## config.mk

```make
export PLATFORM = sky130hd
export DESIGN_NAME = iee_div
export DESIGN_NICKNAME = d
export VERILOG_FILES = /design/src/rtl/iee_pkg.sv /design/src/rtl/iee_div.sv
export SDC_FILE = /design/constraint.sdc
export NUM_CORES = 1
export LEC_CHECK = 0
export CAP_MARGIN = 20
export CORE_UTILIZATION = 50
export DETAILED_ROUTE_END_ITERATION = 8
export DONT_BUFFER_PORTS = 1
export GPL_TIMING_DRIVEN = 0
export SETUP_SLACK_MARGIN = 0.5
export SLEW_MARGIN = 30
export SYNTH_ARGS = -nofsm -noshare
export SYNTH_HDL_FRONTEND = slang
export SYNTH_SLANG_ARGS = --single-unit
```

## constraint.sdc

```tcl
create_clock -name clk -period 11 [get_ports clk]
set_input_delay 2.2 -clock clk [delete_from_list [all_inputs] [get_ports clk]]
set_output_delay 2.2 -clock clk [all_outputs]
set_load 0.1 [all_outputs]
```

## src/rtl/iee_pkg.sv

```systemverilog
package iee_pkg;

	// operator codes as kept on the operator stack
	typedef logic [3:0] op_t;

	localparam op_t OP_NONE  = 4'd0;
	localparam op_t OP_MUL   = 4'd1;
	localparam op_t OP_DIV   = 4'd2;
	localparam op_t OP_MOD   = 4'd3;
	localparam op_t OP_ADD   = 4'd4;
	localparam op_t OP_SUB   = 4'd5;
	localparam op_t OP_SHL   = 4'd6;
	localparam op_t OP_SHR   = 4'd7;
	localparam op_t OP_AND   = 4'd8;
	localparam op_t OP_XOR   = 4'd9;
	localparam op_t OP_OR    = 4'd10;
	localparam op_t OP_NEG   = 4'd11;
	localparam op_t OP_NOT   = 4'd12;
	localparam op_t OP_PAREN = 4'd13;

	// reduce level that takes every binary operator
	localparam logic [3:0] LVL_TOP = 4'd9;

	// value that marks an expression as invalid
	localparam logic [31:0] RESERVED_VALUE = 32'h8000_0001;

	// divider response
	typedef struct packed {
		logic        done;
		logic [31:0] quo;
		logic [31:0] rem;
	} div_rsp_t;

	// binding strength, lower binds tighter
	function automatic logic [3:0] op_level(input op_t op);
		logic [3:0] lvl;
		if (op <= OP_MOD) lvl = 4'd1;
		else if (op <= OP_SUB) lvl = 4'd2;
		else if (op <= OP_SHR) lvl = 4'd3;
		else if (op == OP_AND) lvl = 4'd4;
		else if (op == OP_XOR) lvl = 4'd5;
		else lvl = 4'd6;
		return lvl;
	endfunction

endpackage

```

## src/rtl/iee_div.sv

```systemverilog
module iee_div
	import iee_pkg::*;
(
	input  logic        clk,
	input  logic        arst_n,
	input  logic        start,
	input  logic [31:0] dividend,
	input  logic [31:0] divisor,
	output div_rsp_t    rsp
);

	logic        busy_q;
	logic        done_q;
	logic [4:0]  cnt_q;
	logic [31:0] rem_q;
	logic [31:0] dvd_q;
	logic [31:0] dsr_q;
	logic [32:0] shifted;
	logic [32:0] trial;
	logic        fits;

	// one quotient bit per cycle, restoring
	assign shifted = {rem_q, dvd_q[31]};
	assign trial   = shifted - {1'b0, dsr_q};
	assign fits    = !trial[32];

	// control
	always_ff @(posedge clk or negedge arst_n) begin
		if (!arst_n) begin
			busy_q <= 1'b0;
			done_q <= 1'b0;
			cnt_q  <= '0;
		end else begin
			done_q <= 1'b0;
			if (start) begin
				busy_q <= 1'b1;
				cnt_q  <= '0;
			end else if (busy_q) begin
				cnt_q <= cnt_q + 5'd1;
				if (cnt_q == 5'd31) begin
					busy_q <= 1'b0;
					done_q <= 1'b1;
				end
			end
		end
	end

	// datapath
	always_ff @(posedge clk) begin
		if (start) begin
			rem_q <= '0;
			dvd_q <= dividend;
			dsr_q <= divisor;
		end else if (busy_q) begin
			rem_q <= fits ? trial[31:0] : shifted[31:0];
			dvd_q <= {dvd_q[30:0], fits};
		end
	end

	assign rsp.done = done_q;
	assign rsp.quo  = dvd_q;
	assign rsp.rem  = rem_q;

endmodule

```

==> impl_metrics.toml, run 1 <==
[floorplan]
start_util_pct = 52.4
core_sq_um = 11000
fp-row-count = 38
die_w_microns = 109
ioPinCount = 132
die_area_sq_um = 12000
die_h_microns = 109

[global_route]
grtUsageTotal_pct = 21.7
grt_pass1_wl_microns = 19600
antenna_found_initial = 0
grt_overflow = 0
grt_max_degree = 34
grt_pass1_vias = 3911

[logic_synthesis]
synth_cells = 529
synth.most_common_cell = "edfxtp_1"
syn_area_sq_um = 5780
yosysTopAreaCell = "edfxtp_1"
synthTopCellsByCount = "edfxtp_1, nor2_1, inv_1"
ys_ff_latch = 103
synth_area_leaders = "edfxtp_1, dfxtp_1, ha_1, mux2_2, mux2i_1"
ys_warn_count = 0
synth-main-ff-cell = "edfxtp_1"
netlist-cell-type-count = 50
synth_edf_count = 64
async_flop_share_pct = 6.80
synth.avg_cell_area_sq_um = 10.9
yosysTopAreaCellShare_pct = 33.3
synth-seq-area-share_pct = 47.4
synthesis.nets = 631

[worst_setup_path]
cp.required_ns = 11.26
crit_path_start_kind = "flop"
crit_fanout = 10
setup.worst_path.start = "dvd_q[31]"
worstRegToRegCells = 13
crit_type = "reg2reg"
r2r_slack_ns = 6.02
critPathCapture = "rem_q[3]"
worstPathArrival_ns = 5.23
r2r_end = "rem_q[3]"
end_kind = "flop"
r2r-start = "dvd_q[31]"

[sta]
final_hold_viol_count = 0
rsz0062_at_grt = "false"
fin_hold_ws_ns = 0.544
tightest_slew_ns = 1.03
slew_headroom_pct = 31.5
finalMaxSlewViolations = 0
max_freq_mhz = 201
finalCriticalPeriod_ns = 4.98
setup_viol = 0
setup_tns_ns = 0
fin_crit_sh_pct = 45.2
skew_ns = 0.00932

[cts]
cts-htree-levels = 3
cts_resized = 0
clock_latency_ns = 0.36
cts_max_path_buffers = 2
numCtsBuffers = 9
clk_pin_slew_worst_paths_ns = 0.07
cts.sinks = 103
post_cts_buffers = 0
cts-root-buf = "clkbuf_16"
tritoncts = "done"
cts_hold_buffers = 0

[placement]
place_congestion = 0.859
port_buffers = 0
place_hpwl_microns = 8850
placed_cell_area_sq_um = 5970

[finish]
n_antenna_cell = 0
finalInstanceArea_sq_um = 6330
final_util_pct = 57.4
final_nets = 642
area_growth_pct = 9.55
drive_gt1_share_pct = 16.7

[drt]
wirelength_microns = 12100
drt-pass1-iter-count = 4
initialDrtViolationCount = 158
wl_per_cell_microns = 17.7
vias = 3927
ant_nets = 0
drcViolationCount = 0
viasPerCell = 5.73

[run]
max-cap-violations = 0

[min_path]
holdPathStages = 2
holdCritPathClass = "reg2reg"

[pwr]
powerDensity_nw_per_um2 = 308
p_leak_nw = 2.65
peakVddDrop_uv = 195
total_power_mw = 1.95

[status]
status = "complete, no violations"
## where the power goes
part | internal [mW] | switching [mW]
clock network | 0.223 | 0.141
logic | 0.274 | 0.306
registers | 0.495 | 0.506
## critical path: stages (launching register included)
cell,delay (ns)
edfxtp_1,0.98
inv_1,0.15
ha_1,0.29
fa_1,0.41
nand2b_1,0.19
a21o_1,0.20
a2111o_1,0.42
a2111o_1,0.53
a211oi_4,0.42
a41oi_2,0.25
xnor2_4,0.40
buf_6,0.24
mux2i_1,0.11
a211oi_1,0.30
## per-stage QoR
stage	worst slack (ns)	std cells
after global routing	5.79	685
after floorplan	6.61	529
after detailed placement	6.08	669
after global placement	6.10	669
after CTS	6.01	685
final	6.02	685
## sequential cells by signal, indices dropped and copies added, names as in the netlist
name    count
dsr_q      32
dvd_q      32
rem_q      32
cnt_q       5
busy_q      1
done_q      1
## worst min path at each step
stage	slack [ns]	end	start
2_1_floorplan	0.49	cnt_q[4]	cnt_q[4]
3_3_place_gp	0.51	cnt_q[4]	cnt_q[4]
3_5_place_dp	0.54	cnt_q[4]	cnt_q[4]
4_1_cts	0.55	cnt_q[3]	cnt_q[3]
5_1_grt	0.59	cnt_q[4]	cnt_q[4]
6_report	0.54	cnt_q[4]	cnt_q[4]
## layout make-up
class | instances | area [sq um]
tap | 140 | 175
clock inverter | 5 | 106
clock buffer | 11 | 233
fill | 964 | 4700
inverter | 44 | 165
buffer | 23 | 113
multi-input combinational | 359 | 2760
sequential | 103 | 2780
## layout by cell type, fill, tap and decap left out, types with 2 or more instances in the layout
cell       synthesis  layout
a21o_1            17      17
nor2_1            51      51
a31oi_1            5       5
ha_1              34      34
a2111o_1           2       2
a31o_2             4       4
dfrtp_1            7       7
nand2b_1           6       6
buf_1              2       2
o22ai_1            3       3
a311oi_1           4       4
inv_1             44      44
nand3_1            6       6
buf_6              3       3
dfxtp_2            0      30
o21a_1             4       4
clkbuf_16          0       9
dfxtp_1           32       2
nand2_1           21      21
mux2_2            35      35
mux2i_1           29      29
bufinv_16          0       3
a221oi_1           2       2
o211ai_1           2       2
xnor2_1           17      17
nand4_1            5       5
a21oi_1           28      28
xor2_1            12      12
o21ai_0           10      10
and3_1             9       9
edfxtp_1          64      64
a211oi_1          30      30
and2_1             5       5
clkbuf_1          17      19
## per-layer routing
metal,track usage [%],wire length [microns],vias up
met2,35.8,5770,100
met1,27.4,5530,1862
li1,-,-,1954
met4,6.86,138,0
met3,6.28,696,11
met5,0,0,-
## cells by family (layout without fill, tap and decap cells)
| logic type | after synthesis | in the layout | synth area share (%) |
|---|---|---|---|
| adders and majority gates | 35 | 35 | 7.71 |
| DFF | 103 | 103 | 47.4 |
| AOI/OAI and AO/OA | 121 | 121 | 14.7 |
| and+or+nand+nor | 109 | 109 | 8.64 |
| xor gates and xnor gates | 30 | 30 | 4.87 |
| buffers and inverters | 67 | 83 | 4.81 |
| muxes | 64 | 64 | 11.9 |
No activity file was read; power rests on OpenSTA's default activity.
==> run 2, diff against run 1 <==
- clock period: 11 -> 4.6 ns (I/O delays scaled with it)
==> impl_metrics.toml, run 2 (synthesized netlist as in run 1, its figures left out) <==
[drt]
ant_nets = 0
drt-pass1-iter-count = 4
vias = 4059
viasPerCell = 5.79
initialDrtViolationCount = 193
wirelength_microns = 12400
wl_per_cell_microns = 17.7
drcViolationCount = 0

[finish]
final_common_cell = "edfxtp_1"
final_nets = 658
largestRegisters = "dsr_q (32), dvd_q (32), rem_q (32)"
area_growth_pct = 14.0
final_cell_mix = "edfxtp_1, nor2_1, inv_1"
final_util_pct = 59.7
final_cells = 701
n_antenna_cell = 0
drive_gt1_share_pct = 21.6

[floorplan]
ioPinCount = 132
die_area_sq_um = 12000
fp-row-count = 38
die_w_microns = 109
die_h_microns = 109
core_sq_um = 11000
start_util_pct = 52.4

[placement]
place_inst = 669
place_congestion = 0.863
port_buffers = 0
dp_slack_ns = -0.217
place_hpwl_microns = 8920

[global_route]
grtUsageTotal_pct = 21.8
grt_pass1_wl_microns = 19500
grt_overflow = 0
grt_pass1_vias = 3938
grt_max_degree = 34
antenna_found_initial = 0

[worst_setup_path]
r2r_end = "rem_q[12]"
crit_path_start_kind = "flop"
worst_path_largest_cell_delay_ns = 0.98
r2r-start = "dvd_q[31]"
crit_top_cell = "a2111o_1"
r2r_slack_ns = 0.19
end_kind = "flop"
crit_buf_inv = 3
crit_fanout = 10
worstRegToRegCells = 14
slowest_stage = "edfxtp_1"
critical-path-top-delay-family = "compound AO/OA/AOI/OAI gates"
cp.required_ns = 4.81
worstPathArrival_ns = 4.62
crit_type = "reg2reg"
path_cells = "inv_2 > ha_4 > fa_2 > nand2b_4 > a21o_1 > a2111o_1 > a2111o_1 > a211oi_4 > a41oi_4 > xnor2_4 > buf_6 > buf_12 > mux2i_1 > a211oi_1"

[cts]
cts-root-buf = "clkbuf_16"
tritoncts = "done"
numCtsBuffers = 9
cts.sinks = 103
cts_hold_buffers = 0
clk_pin_slew_worst_paths_ns = 0.07
clock_latency_ns = 0.35
cts_max_path_buffers = 2
cts-htree-levels = 3

[sta]
skew_ns = 0.00861
tightest_slew_ns = 1.03
fin_crit_sh_pct = 95.8
fin_ws_ns = 0.191
max_freq_mhz = 227
slew_headroom_pct = 31.1
final_hold_viol_count = 0
finalMaxSlewViolations = 0
finalCriticalPeriod_ns = 4.41
setup_viol = 0
rsz0062_at_grt = "true"

[pwr]
seqPwrFrac_pct = 50.0
powerDensity_nw_per_um2 = 731
p_leak_nw = 2.75
p_int_mw = 2.43
p_sw_share_pct = 49.6
p_switching_mw = 2.38
p_clk_share_pct = 15.6
comb_power_share_pct = 34.4
peakVddDrop_uv = 384

[run]
max-cap-violations = 0

[min_path]
holdCritPathClass = "in2async"

[status]
status = "complete, no violations"
==> run 2: cell count changes in the layout (fill, tap and decap cells not counted), moves of 2 or more <==
cell,before,now
buf_4,1,10
mux2i_1,29,25
buf_12,0,3
bufinv_16,3,0
mux2i_2,0,3
a211oi_1,30,28
a211oi_2,0,2
a311oi_1,4,2
a311oi_2,0,2
==> run 2: worst max path at each step <==
stage / start / slack (ns) / depth (start not counted) / to
detailed placement: dvd_q[31] / -0.22 / 13 / rem_q[24]
global route: dvd_q[31] / 0.07 / 14 / rem_q[14]
floorplan: dvd_q[31] / 0.33 / 12 / dvd_q[0]
CTS: dvd_q[31] / 0.13 / 13 / dvd_q[0]
global placement: dvd_q[31] / -0.17 / 13 / rem_q[25]
finish: dvd_q[31] / 0.19 / 14 / rem_q[12]
==> run 2: area by class of cell <==
| cell class | count | area (sq um) |
|---|---|---|
| Fill cell | 970 | 4450 |
| Multi-Input combinational cell | 360 | 2880 |
| Sequential cell | 103 | 2780 |
| Clock buffer | 12 | 258 |
| Tap cell | 140 | 175 |
| Inverter | 44 | 165 |
| Timing Repair Buffer | 15 | 160 |
| Buffer | 23 | 134 |
| Clock inverter | 4 | 33.8 |
==> run 2: per-layer routing <==
layer	wire length, microns	global-route usage [%]	vias to the layer above
met5	0	0	-
met4	249	10.8	0
met3	654	4.56	16
met2	5860	35.4	108
met1	5670	27.7	1946
li1	-	-	1989
==> run 2: repair_timing <==
| action | in CTS | in global routing |
|---|---|---|
| gates cloned | 2 | 0 |
| buffers inserted | 8 | 6 |
| setup endpoints to repair | 33 | 33 |
| pin swaps | 5 | 6 |
| resized for setup | 10 | 15 |
==> run 2: power by group through the flow <==
stage	Combinational [mW]	Clock, mW	Sequential, mW
3_3_place_gp	1.37	0	2.39
4_1_cts	1.57	0.774	2.39
6_report	1.66	0.751	2.41
3_5_place_dp	1.40	0	2.41
5_1_grt	1.82	0.797	2.44
2_1_floorplan	1.17	0	2.33
==> run 2: worst reg2reg max path: cells and delay by family, from the launching register on <==
kind	cells	cell delay [ns]
multiplexers	1	0.23
flip-flops	1	0.98
adder cells (fa/ha/maj)	2	0.56
XOR/XNOR	1	0.27
AND/OR/NAND/NOR	1	0.16
AO/OA/AOI/OAI	6	1.64
buffers and inverters	3	0.44
==> run 2: per-stage QoR <==
stage	setup TNS [ns]	instance area (sq um)	total power, mW	hold slack (ns)
floorplan	0	5790	3.50	0.493
global placement	-4.50	5970	3.76	0.512
detailed placement	-5.63	5990	3.81	0.537
CTS	0	6420	4.73	0.238
global route	0	6580	5.05	0.238
finish	0	6580	4.81	0.253
